<file path="src/design/bgr_pkg.sv">
`timescale 1ns / 1ps
// ----------------------------------------------------------------------------
// bgr_pkg
// Shared types and constants for the button gesture RGB LED controller.
// ----------------------------------------------------------------------------
package bgr_pkg;

	// width of each configuration register
	localparam int CFG_W     = 16;
	localparam int CFG_IDX_W = 2;

	// configuration register indexes
	localparam logic [CFG_IDX_W-1:0] CFG_LONG_PRESS   = 2'd0;
	localparam logic [CFG_IDX_W-1:0] CFG_DOUBLE_CLICK = 2'd1;
	localparam logic [CFG_IDX_W-1:0] CFG_BLINK_HALF   = 2'd2;

	// configuration reset values
	localparam logic [CFG_W-1:0] LONG_PRESS_RST   = 16'd1000;
	localparam logic [CFG_W-1:0] DOUBLE_CLICK_RST = 16'd300;
	localparam logic [CFG_W-1:0] BLINK_HALF_RST   = 16'd500;

	// gesture codes
	typedef enum logic [1:0] {
		GEST_NONE   = 2'd0,
		GEST_CLICK  = 2'd1,
		GEST_DOUBLE = 2'd2,
		GEST_LONG   = 2'd3
	} gesture_t;

	// color codes
	localparam logic [1:0] COLOR_RED   = 2'd0;
	localparam logic [1:0] COLOR_GREEN = 2'd1;
	localparam logic [1:0] COLOR_BLUE  = 2'd2;
	localparam logic [1:0] COLOR_WHITE = 2'd3;

endpackage

</file>
<file path="src/design/bgr_gesture.sv">
`timescale 1ns / 1ps
// ----------------------------------------------------------------------------
// bgr_gesture
// Click, double click and long press classifier. Holds the press and
// release-window counters and reports the gesture of the tick being stepped.
// ----------------------------------------------------------------------------
module bgr_gesture
	import bgr_pkg::*;
#(
	parameter int COUNTER_WIDTH = 16
) (
	input  logic             clk,
	input  logic             arst_n,
	input  logic             step,
	input  logic             level,
	input  logic [CFG_W-1:0] long_press_ticks,
	input  logic [CFG_W-1:0] double_click_ticks,
	output gesture_t         gesture
);

	localparam int CMP_W = (COUNTER_WIDTH > CFG_W) ? COUNTER_WIDTH : CFG_W;

	logic [COUNTER_WIDTH-1:0] press_count_q;
	logic [COUNTER_WIDTH-1:0] since_release_q;
	logic                     long_seen_q;
	logic                     pending_q;
	logic                     prev_level_q;

	logic [COUNTER_WIDTH-1:0] press_count_d;
	logic [COUNTER_WIDTH-1:0] since_release_d;
	logic [COUNTER_WIDTH-1:0] press_inc;
	logic [COUNTER_WIDTH-1:0] since_inc;
	logic                     long_seen_d;
	logic                     pending_d;
	logic                     release_edge;
	gesture_t                 gest_d;

	assign press_inc    = press_count_q + 1'b1;
	assign release_edge = prev_level_q & ~level;

	// next state of the classifier for one tick
	always_comb begin
		press_count_d   = press_count_q;
		since_release_d = since_release_q;
		long_seen_d     = long_seen_q;
		pending_d       = pending_q;
		gest_d          = GEST_NONE;
		since_inc       = '0;

		// held: count toward a long press, repeat every period
		if (level) begin
			press_count_d = press_inc;
			if (CMP_W'(press_inc) >= CMP_W'(long_press_ticks)) begin
				long_seen_d   = 1'b1;
				gest_d        = GEST_LONG;
				press_count_d = '0;
			end
		end

		// release: second one inside the window is a double click
		if (release_edge) begin
			press_count_d = '0;
			if (!long_seen_q) begin
				if (pending_q) begin
					gest_d          = GEST_DOUBLE;
					pending_d       = 1'b0;
					since_release_d = '0;
				end else begin
					pending_d = 1'b1;
				end
			end else begin
				long_seen_d = 1'b0;
			end
		end

		// window expiry after a single release is a click
		if (pending_d) begin
			since_inc       = since_release_d + 1'b1;
			since_release_d = since_inc;
			if (CMP_W'(since_inc) >= CMP_W'(double_click_ticks)) begin
				gest_d          = GEST_CLICK;
				pending_d       = 1'b0;
				since_release_d = '0;
			end
		end
	end

	assign gesture = gest_d;

	// classifier state
	always_ff @(posedge clk or negedge arst_n) begin
		if (!arst_n) begin
			press_count_q   <= '0;
			since_release_q <= '0;
			long_seen_q     <= 1'b0;
			pending_q       <= 1'b0;
			prev_level_q    <= 1'b0;
		end else if (step) begin
			press_count_q   <= press_count_d;
			since_release_q <= since_release_d;
			long_seen_q     <= long_seen_d;
			pending_q       <= pending_d;
			prev_level_q    <= level;
		end
	end

endmodule

</file>
<file path="src/design/button_gesture_rgb_led_control.sv">
`timescale 1ns / 1ps
// ----------------------------------------------------------------------------
// button_gesture_rgb_led_control
// Button gesture detector driving the three pins of an RGB LED.
// ----------------------------------------------------------------------------
// Each input word is one tick of the sampled button level; each tick gives
// one result word with the gesture seen on that tick and the red, green and
// blue pin levels after it was applied. A long press toggles the LED; with the
// LED on, a click steps the color red, green, blue, white, and a double click
// turns on blinking. The block takes one word per clock cycle when the result
// side does not stall; a word is held in the input register, and its result is
// computed as it leaves and held in the result register. The input register
// only advances when the result register is empty or being taken.
// Configuration writes are always ready and take effect on the next tick.
// ----------------------------------------------------------------------------
module button_gesture_rgb_led_control
	import bgr_pkg::*;
#(
	parameter int COUNTER_WIDTH = 16
) (
	input  logic                 clk,
	input  logic                 arst_n,
	// configuration write channel
	input  logic                 cfg_valid,
	output logic                 cfg_ready,
	input  logic [CFG_IDX_W-1:0] cfg_index,
	input  logic [CFG_W-1:0]     cfg_data,
	// input channel
	input  logic                 in_valid,
	output logic                 in_ready,
	input  logic                 button_level,
	// result channel
	output logic                 out_valid,
	input  logic                 out_ready,
	output logic [1:0]           gesture,
	output logic                 red_on,
	output logic                 green_on,
	output logic                 blue_on
);

	localparam int CMP_W = (COUNTER_WIDTH > CFG_W) ? COUNTER_WIDTH : CFG_W;

	logic [CFG_W-1:0] long_press_q;
	logic [CFG_W-1:0] double_click_q;
	logic [CFG_W-1:0] blink_half_q;

	logic valid_s1;
	logic level_s1;
	logic advance;

	logic                     led_en_q;
	logic [1:0]               color_q;
	logic                     blink_mode_q;
	logic [COUNTER_WIDTH-1:0] blink_count_q;
	logic                     blink_phase_q;

	logic                     led_en_d;
	logic [1:0]               color_d;
	logic                     blink_mode_d;
	logic [COUNTER_WIDTH-1:0] blink_count_d;
	logic [COUNTER_WIDTH-1:0] blink_inc;
	logic                     blink_phase_d;
	logic                     lit;
	gesture_t                 gest;

	logic       out_valid_q;
	logic [1:0] gesture_q;
	logic       red_q;
	logic       green_q;
	logic       blue_q;

	// configuration registers
	assign cfg_ready = 1'b1;

	always_ff @(posedge clk or negedge arst_n) begin
		if (!arst_n) begin
			long_press_q   <= LONG_PRESS_RST;
			double_click_q <= DOUBLE_CLICK_RST;
			blink_half_q   <= BLINK_HALF_RST;
		end else if (cfg_valid) begin
			unique case (cfg_index)
				CFG_LONG_PRESS:   long_press_q   <= cfg_data;
				CFG_DOUBLE_CLICK: double_click_q <= cfg_data;
				CFG_BLINK_HALF:   blink_half_q   <= cfg_data;
				default: ;
			endcase
		end
	end

	// handshake: input register advances when the result register frees up
	assign advance  = valid_s1 & (~out_valid_q | out_ready);
	assign in_ready = ~valid_s1 | advance;

	always_ff @(posedge clk or negedge arst_n) begin
		if (!arst_n) begin
			valid_s1 <= 1'b0;
		end else if (in_ready) begin
			valid_s1 <= in_valid;
		end
	end

	always_ff @(posedge clk) begin
		if (in_valid && in_ready) begin
			level_s1 <= button_level;
		end
	end

	// gesture classifier
	bgr_gesture #(
		.COUNTER_WIDTH(COUNTER_WIDTH)
	) u_gesture (
		.clk               (clk),
		.arst_n            (arst_n),
		.step              (advance),
		.level             (level_s1),
		.long_press_ticks  (long_press_q),
		.double_click_ticks(double_click_q),
		.gesture           (gest)
	);

	// gesture handling and blink divider
	assign blink_inc = blink_count_q + 1'b1;

	always_comb begin
		led_en_d     = led_en_q;
		color_d      = color_q;
		blink_mode_d = blink_mode_q;
		case (gest)
			GEST_CLICK: begin
				blink_mode_d = 1'b0;
				if (led_en_q) begin
					color_d = color_q + 1'b1;
				end
			end
			GEST_DOUBLE: begin
				if (led_en_q) begin
					blink_mode_d = 1'b1;
				end
			end
			GEST_LONG: begin
				blink_mode_d = 1'b0;
				led_en_d     = ~led_en_q;
			end
			default: ;
		endcase

		blink_count_d = blink_inc;
		blink_phase_d = blink_phase_q;
		if (CMP_W'(blink_inc) >= CMP_W'(blink_half_q)) begin
			blink_count_d = '0;
			blink_phase_d = ~blink_phase_q;
		end
	end

	assign lit = led_en_d & ~(blink_mode_d & blink_phase_d);

	always_ff @(posedge clk or negedge arst_n) begin
		if (!arst_n) begin
			led_en_q      <= 1'b0;
			color_q       <= COLOR_RED;
			blink_mode_q  <= 1'b0;
			blink_count_q <= '0;
			blink_phase_q <= 1'b0;
		end else if (advance) begin
			led_en_q      <= led_en_d;
			color_q       <= color_d;
			blink_mode_q  <= blink_mode_d;
			blink_count_q <= blink_count_d;
			blink_phase_q <= blink_phase_d;
		end
	end

	// result register
	always_ff @(posedge clk or negedge arst_n) begin
		if (!arst_n) begin
			out_valid_q <= 1'b0;
		end else if (advance) begin
			out_valid_q <= 1'b1;
		end else if (out_ready) begin
			out_valid_q <= 1'b0;
		end
	end

	always_ff @(posedge clk) begin
		if (advance) begin
			gesture_q <= gest;
			red_q     <= lit & (color_d == COLOR_RED   || color_d == COLOR_WHITE);
			green_q   <= lit & (color_d == COLOR_GREEN || color_d == COLOR_WHITE);
			blue_q    <= lit & (color_d == COLOR_BLUE  || color_d == COLOR_WHITE);
		end
	end

	assign out_valid = out_valid_q;
	assign gesture   = gesture_q;
	assign red_on    = red_q;
	assign green_on  = green_q;
	assign blue_on   = blue_q;

endmodule

</file>
<file path="config.mk">
export PLATFORM = sky130hd
export DESIGN_NAME = button_gesture_rgb_led_control
export DESIGN_NICKNAME = d
export VERILOG_FILES = /design/src/design/bgr_pkg.sv /design/src/design/bgr_gesture.sv /design/src/design/button_gesture_rgb_led_control.sv
export SDC_FILE = /design/constraint.sdc
export NUM_CORES = 1
export LEC_CHECK = 0
export BUFFER_PORTS_ARGS = -buffer_cell sky130_fd_sc_hd__buf_2
export CAP_MARGIN = 5
export CORE_MARGIN = 10
export CORE_UTILIZATION = 30
export DETAILED_ROUTE_END_ITERATION = 16
export PLACE_DENSITY = 0.49
export REMOVE_ABC_BUFFERS = 1
export SYNTH_ARGS = -nofsm -noshare
export SYNTH_HDL_FRONTEND = slang
export SYNTH_SLANG_ARGS = --single-unit
</file>
<file path="constraint.sdc">
create_clock -name clk -period 3.95 [get_ports clk]
set_clock_uncertainty 0.15 [all_clocks]
set_input_delay 0.79 -clock clk [delete_from_list [all_inputs] [get_ports clk]]
set_output_delay 0.79 -clock clk [all_outputs]
set_load 0.02 [all_outputs]
</file>
==> results of run 1 <==
through the flow:
step           std cells  hold WS [ns]
4_1_cts             1013        0.3255
2_1_floorplan        646        0.2993
3_3_place_gp         997        0.3230
3_5_place_dp         997        0.3213
6_report            1017        0.2923
5_1_grt             1017        0.3277
kinds of logic (layout without fill, tap and decap cells):
logic type,Yosys count,in the layout,share of synthesized area [%]
AND/OR/NAND/NOR,206,206,15.57
AO/OA/AOI/OAI,135,135,14.27
flip-flops,112,112,42.81
buffers and inverters,74,144,4.675
adder cells (fa/ha/maj),53,53,9.951
XOR/XNOR,48,48,6.309
multiplexers,38,38,6.365
other,1,1,0.05627
placed cells by master (no fill, tap or decap), types with 16 or more instances in the layout:
cell and count:
dfrtp_1 89, nand2_1 77, inv_1 52, ha_1 51, o21ai_0 47, buf_4 42
nor2_1 35, mux2_2 34, buf_2 29, xor2_1 26, nand3_1 22, nand2b_1 20
xnor2_1 19, o21ai_1 18, a21oi_1 17, dfstp_2 16
worst paths after layout:
path	to	slack, ns	depth (start not counted)
max	red_on	0.11	16
min	long_press_q[0]	0.29	1
max reg2reg	red_on	0.11	16
min reg2reg	blink_mode_q	0.34	2
max in group asynchronous	double_click_q[8]	2.56	2
min in group clk	blink_mode_q	0.34	2
registers in the layout, indices dropped and copies added, names as in the netlist, 2 cells and up:
register                   flops
double_click_q                16
gesture                        2
color_q                        2
long_press_q                  16
u_gesture.press_count_q       16
u_gesture.since_release_q     16
blink_count_q                 16
blink_half_q                  16
area by class of cell:
type / instances / area [µm²]
clock buffers: 11 / 264.0
flip-flops and latches: 112 / 2854
clock inverters: 5 / 43.79
repair buffers: 75 / 531.8
inverters: 53 / 198.9
fillers: 2199 / 13980
well taps: 280 / 350.3
multi-input cells: 481 / 3597
power breakdown:
| part | switching (µW) | leakage, µW | internal [µW] |
|---|---|---|---|
| Sequential | 118 | 0.00140 | 1330 |
| Clock | 461 | 0.000154 | 496 |
| Combinational | 448 | 0.00213 | 389 |
worst max-delay path: cells and delay by family (launching register included):
kind / cells / cell delay [ns]
xor gates and xnor gates: 1 / 0.18
and+or+nand+nor: 7 / 1.26
AOI/OAI and AO/OA: 5 / 1.16
DFF: 1 / 0.37
adders and majority gates: 3 / 0.57
repair_timing:
action / CTS / global route
endpoints found under the setup margin: 2 / 5
cloned: 0 / 0
gates resized for setup: 3 / 16
pin swaps: 0 / 17
setup buffers: 0 / 4
metal layers:
layer / routed length (µm) / up-vias / track usage [%]
li1: - / 2453 / -
met1: 7527 / 2278 / 14.44
met2: 7285 / 53 / 18.31
met3: 337 / 15 / 2.200
met4: 278 / 0 / 3.340
met5: 0 / - / 0
synthesized netlist by cell type (all sizes together), types with 8 or more instances:
library cell / n / area [µm²]
a21oi: 20 / 107.6
a22o: 13 / 113.9
and3: 12 / 75.07
buf: 8 / 53.80
clkbuf: 13 / 58.80
dfrtp: 90 / 2252
dfstp: 16 / 420.4
ha: 53 / 663.1
inv: 53 / 198.9
mux2: 35 / 394.1
nand2: 77 / 289.0
nand2b: 21 / 138.9
nand3: 26 / 145.1
nor2: 37 / 141.4
o21ai: 65 / 325.3
xnor2: 21 / 183.9
xor2: 27 / 236.5
==> PnR_summary.wiki, run 1 <==
{| class="wikitable"
! Metric !! Value
|-
| Worst setup slack after layout || ~0.11 ns
|-
| #FFs+latches synth || approximately 110
|-
| H-Tree Level Count || 3
|-
| Number of failing setup endpoints in the final timing report || 0
|-
| Die width || between 150 and 200 µm
|-
| Power Dens Cells || about 410 nW/µm²
|-
| Unrepaired setup endpoints after global routing || true
|-
| Final design instance area without fill || roughly 7800 µm²
|-
| Warnings from Yosys || 0
|-
| Required time at the endpoint of the critical path || roughly 4 ns
|-
| Relative slew slack || just under 30%
|-
| Clock Tree Buf Depth || 2
|-
| Critical path cell sequence || nand4bb_4 -> and2_4 -> ha_4 -> nand2_1 -> or2_4 -> or3_4 -> a21oi_2 -> ha_1 -> nand4_1 -> a311o_1 -> a311oi_4 -> o21a_2 -> nand3_1 -> xnor2_2 -> ha_1 -> a31oi_1
|-
| Status || finished clean
|-
| Clock-pin slew on the worst setup and hold paths || around 0.08 ns
|-
| Mapped Avg Cell Area || 9.991 µm²
|-
| Detailed-route via count || 4,799
|-
| CP startpoint kind || flop
|-
| Antenna diode count || 0
|-
| Clock latency reported for the late side of the worst-skew pair || approximately 0.36 ns
|-
| Timing-limited maximum frequency || ~0.26 GHz
|-
| Io pins || 32
|-
| Fraction of the cycle the final worst path needs || 97.19%
|-
| CTS tree || built
|-
| Type of element capturing the critical path || flop
|-
| Place WS || -0.04104 ns
|-
| Maximum number of pins on one net before global-route repair || 60
|-
| DRC violation total after the first TritonRoute iteration || ~240
|-
| Area after DPL || 7405 µm²
|-
| LEAKAGE || about 0.0037 µW
|-
| Count of flip-flops with a built-in enable after synthesis || 6
|-
| Cell at the root of the clock tree || clkbuf_16
|-
| Count of nets after finishing || 809
|-
| Gr ovfl total || 0
|-
| Total Routed Length || about 15,000 µm
|-
| Antenna violations before repair || 0
|-
| Data arrival time at the worst-slack endpoint || between 3 and 4 ns
|-
| Global Route Usage Sum || 11.14%
|-
| Worst Path Class, Setup || flop to flop
|-
| Post-synth ARST share || between 90% and 100%
|-
| Final weighted congestion of routability-driven global placement || ~0.79
|-
| CP max stage cell || edfxtp_1
|-
| Measured slew at the worst slew-check pin || 1.051 ns
|-
| Global-route wire length before repair || between 20,000 and 30,000 µm
|-
| Most prevalent standard cell on the critical path || ha_1
|-
| MaxCap Viol Count || 0
|-
| Clock buffer count from CTS || 9
|-
| Core occupancy in the finished layout || about 36%
|-
| Fraction of layout cells with a size suffix above 1 || between 20% and 30%
|-
| Post-route DRC violation count || 0
|-
| DPL Wire Length || ~12,000 µm
|-
| Number of buffer cells added on primary ports || 30
|-
| Area enclosed by the die boundary || about 29,000 µm²
|-
| Crit path time final || 3.839 ns
|-
| Routed via count divided by cell count || between 4 and 5
|-
| Hold bufs inserted after CTS || 0
|-
| Number of max-slew violations in the final report || 0
|-
| Gate Count Post-Synth || ~670
|-
| Post-route total power || 3245 µW
|-
| Hold crit path type || input pin to async pin
|-
| Post-synth cell types || between 60 and 70
|-
| Slowest Stage Delay on Critical Path || 0.37 ns
|-
| Pre-Repair DR Iteration Count || 5
|-
| Number of antenna-violating nets in the routed design || 0
|-
| Synth Cell Area || between 6000 and 7000 µm²
|-
| Endpoints failing hold || 0
|-
| Area growth from synthesis to layout || 17.65%
|-
| Placeable core region || about 22,000 µm²
|-
| Final routed wire length divided by cell count || 15.17 µm
|-
| Worst voltage drop across the vdd grid || 214.5 µV
|-
| Source of the critical timing path || level_s1
|-
| Number of rows in the core area || 54
|-
| Worst-path fanout max || 4
|-
| # clock sinks || approximately 110
|-
| Setup tns final || 0 ns
|-
| Sequential fraction of the synthesis area || 42.81%
|-
| Primary FF master, synth || dfrtp_1
|-
| Via count of the first global-routing pass || 4,804
|-
| DIE HEIGHT || 169.0 µm
|-
| Startpoint of the most critical register-to-register path || level_s1
|-
| Starting utilization of the core area || between 30% and 40%
|}
No activity file was read; power rests on OpenSTA's default activity.
==> run 2, diff against run 1 <==
REMOVE_ABC_BUFFERS = default   (was 1)
==> run 2 against run 1 <==
The flow now finishes with violations (negative setup slack); sequential share of layout area grew 0.46 points; sequential power about the same; combinational power is 2.5% lower; first-iteration DRC count is 16% higher; cell area down 1.2%; count of clock-buffer cells in the layout decreased by 1; critical path depth did not move; setup slack worse by 0.14 ns; critical path type unchanged; critical endpoint unchanged.
==> PnR_summary.wiki, run 2 (synthesized netlist as in run 1, its figures left out) <==
{| class="wikitable"
! Metric !! Value
|-
| DIE HEIGHT || 169.0 µm (unchanged)
|-
| Most common library cell in the layout ignoring fill and taps || dfrtp_1
|-
| Worst hold path stage count || 1
|-
| Unrepaired setup endpoints after global routing || true
|-
| Hold bufs inserted after CTS || 0 (unchanged)
|-
| Syn_nets || 744
|-
| Clock Tree Buf Depth || 2 (unchanged)
|-
| Core occupancy in the finished layout || 35.49% (-0.43 points)
|-
| Crit path time final || 3.975 ns (+0.1357 ns)
|-
| MaxCap Viol Count || 0 (unchanged)
|-
| Cell at the root of the clock tree || clkbuf_16
|-
| Switching share of power || 32.40% (+0.76 points)
|-
| Crit path to || red_on
|-
| Clock-pin slew on the worst setup and hold paths || 0.08 ns (about the same)
|-
| Starting utilization of the core area || 30.54% (unchanged)
|-
| Gr ovfl total || 0 (unchanged)
|-
| Worst setup slack after layout || -0.02463 ns (-0.1357 ns)
|-
| Worst reg2reg endpoint || red_on
|-
| Power Internal || 2157 µW (-2.8%)
|-
| Critical path cell sequence || nand4bb_4 -> and2_4 -> ha_4 -> nand2_2 -> or2_4 -> or3_4 -> a21oi_4 -> ha_1 -> nand4_1 -> a311o_1 -> a311oi_4 -> o21a_2 -> nand3_2 -> xnor2_2 -> ha_1 -> a31oi_1
|-
| Relative contribution of sequential cells to total power || 45.8% (+1.1 points)
|-
| Antenna diode count || 0 (unchanged)
|-
| CP Buf/Inv Count || 0 (unchanged)
|-
| Worst voltage drop across the vdd grid || 233.3 µV (+8.8%)
|-
| Post-route total power || 3191 µW (-1.7%)
|-
| Power Dens Cells || 411.9 nW/µm² (-0.47%)
|-
| # clock sinks || 112 (unchanged)
|-
| CP max stage cell || a311oi_4
|-
| CP startpoint kind || flop
|-
| Global Route Usage Sum || 11.06% (-0.079 points)
|-
| Clock latency reported for the late side of the worst-skew pair || 0.36 ns (about the same)
|-
| Number of rows in the core area || 54 (unchanged)
|-
| Routed via count divided by cell count || 4.858 (+3.0%)
|-
| Top Family by Delay on Critical Path || compound AO/OA/AOI/OAI gates
|-
| Startpoint of the most critical register-to-register path || u_gesture.prev_level_q
|-
| Area enclosed by the die boundary || 28,570 µm² (unchanged)
|-
| Endpoints failing hold || 0 (unchanged)
|-
| DPL Wire Length || 11,610 µm (about the same)
|-
| Via count of the first global-routing pass || 5,075 (+5.6%)
|-
| Slowest Stage Delay on Critical Path || 0.43 ns (+0.06 ns)
|-
| Final routed wire length divided by cell count || 15.37 µm (+1.3%)
|-
| Number of antenna-violating nets in the routed design || 0 (unchanged)
|-
| Count of nets after finishing || 801 (-0.99%)
|-
| Number of failing setup endpoints in the final timing report || 2 (+2)
|-
| Status || finished, violations left
|-
| Worst-path fanout max || 4 (unchanged)
|-
| Leading cell types in the layout, fill and taps excluded || 88 x dfrtp_1, 75 x nand2_1, 52 x inv_1
|-
| Placeable core region || 21,820 µm² (unchanged)
|-
| LEAKAGE || 0.003617 µW (-1.7%)
|-
| Number of max-slew violations in the final report || 0 (unchanged)
|-
| Area growth from synthesis to layout || 16.24%
|-
| Fraction of layout cells with a size suffix above 1 || 24.83% (-0.14 points)
|-
| Antenna violations before repair || 0 (unchanged)
|-
| Combinational power share || 25.6% (-0.2 points)
|-
| R2R Setup Slk || -0.02 ns (-0.14 ns)
|-
| Clock buffer count from CTS || 9 (unchanged)
|-
| H-Tree Level Count || 3 (unchanged)
|-
| Global-route wire length before repair || 25,990 µm (+0.62%)
|-
| Crit. path cell count || 16 (unchanged)
|-
| Detailed-route via count || 4,902 (+2.1%)
|-
| Source of the critical timing path || u_gesture.prev_level_q
|-
| Number of cell instances on the worst register-to-register path || 16 (unchanged)
|-
| Maximum number of pins on one net before global-route repair || 86 (+43%)
|-
| Relative slew slack || 22.71% (-6.7 points)
|-
| Io pins || 32 (unchanged)
|-
| Post-route DRC violation count || 0 (unchanged)
|-
| Timing-limited maximum frequency || 0.2516 GHz (-3.4%)
|-
| Power dissipated by switching net loads || 1034 µW (+0.68%)
|-
| Die width || 169.0 µm (unchanged)
|-
| Pre-Repair DR Iteration Count || 4 (-1)
|-
| Total Routed Length || 15,510 µm (+0.50%)
|-
| Measured slew at the worst slew-check pin || 1.152 ns (+0.1005 ns)
|-
| Most prevalent standard cell on the critical path || ha_1
|-
| Worst Path Class, Setup || flop to flop
|-
| Hold crit path type || flop to flop
|-
| Required time at the endpoint of the critical path || 4.00 ns (about the same)
|-
| CTS tree || built
|-
| Type of element capturing the critical path || flop
|-
| Final weighted congestion of routability-driven global placement || 0.8199 (+3.4%)
|-
| Data arrival time at the worst-slack endpoint || 4.02 ns (+0.13 ns)
|-
| Share of power burned in the clock network || 28.6% (-0.9 points)
|-
| Fraction of the cycle the final worst path needs || 100.6% (+3.4 points)
|-
| Failing checks || negative setup slack
|-
| DRC violation total after the first TritonRoute iteration || 273 (+16%)
|-
| Number of buffer cells added on primary ports || 30 (unchanged)
|}
==> run 2: per-stage QoR <==
stage / cell area (µm²) / setup slack [ns] / instances / hold WS (ns) / setup TNS (ns)
floorplan: 6680 / 0.04273 / 667 / 0.2993 / 0
global placement: 7306 / 0.05773 / 987 / 0.3206 / 0
detailed placement: 7306 / -0.003967 / 987 / 0.3394 / -0.003967
CTS: 7596 / 0.04178 / 1003 / 0.3533 / 0
global route: 7746 / -0.2259 / 1009 / 0.3619 / -0.4144
finish: 7746 / -0.02463 / 1009 / 0.3536 / -0.02566
==> run 2: layer usage <==
metal	GRT usage, %	routed length [µm]	vias to the layer above
li1	-	-	2429
met1	14.40	7194	2377
met2	18.07	7452	78
met3	1.830	551	18
met4	3.977	308	0
met5	0	0	-
==> run 2: worst min-delay path by stage <==
| stage | to | slack (ns) | start |
|---|---|---|---|
| after floorplan | blink_mode_q | 0.30 | blink_mode_q |
| after global placement | blink_mode_q | 0.32 | blink_mode_q |
| after detailed placement | blink_phase_q | 0.34 | blink_phase_q |
| after CTS | blink_phase_q | 0.35 | blink_phase_q |
| after global routing | blink_phase_q | 0.36 | blink_phase_q |
| final | blink_phase_q | 0.35 | blink_phase_q |
==> run 2: what timing repair did <==
item                       4_1_cts  5_1_grt
pin swaps                        1       17
setup buffers                    0        6
setup endpoints to repair        2       19
resized for setup                0       22
==> run 2: worst reg2reg max path: stages, from the launching register on <==
cell and delay [ns]:
dfrtp_1 0.42, nand4bb_4 0.12, and2_4 0.17, ha_4 0.13, nand2_2 0.04, or2_4 0.25, or3_4 0.35, a21oi_4 0.17
ha_1 0.15, nand4_1 0.10, a311o_1 0.39, a311oi_4 0.43, o21a_2 0.22, nand3_2 0.10, xnor2_2 0.21, ha_1 0.26
a31oi_1 0.15
==> run 2: final cells by class <==
| cell class | count | area (µm²) |
|---|---|---|
| clock inverters | 6 | 51.30 |
| flip-flops and latches | 112 | 2855 |
| inverters | 53 | 198.9 |
| multi-input cells | 481 | 3621 |
| fillers | 2209 | 14080 |
| well taps | 280 | 350.3 |
| clock buffers | 10 | 239.0 |
| repair buffers | 67 | 430.4 |
==> run 2: power groups by stage <==
stage               combinational, µW  clock [µW]  sequential, µW
finish                            816         912            1460
floorplan                         553           0            1450
detailed placement                790           0            1480
global placement                  768           0            1470
global route                      942         986            1490
CTS                               797         943            1460
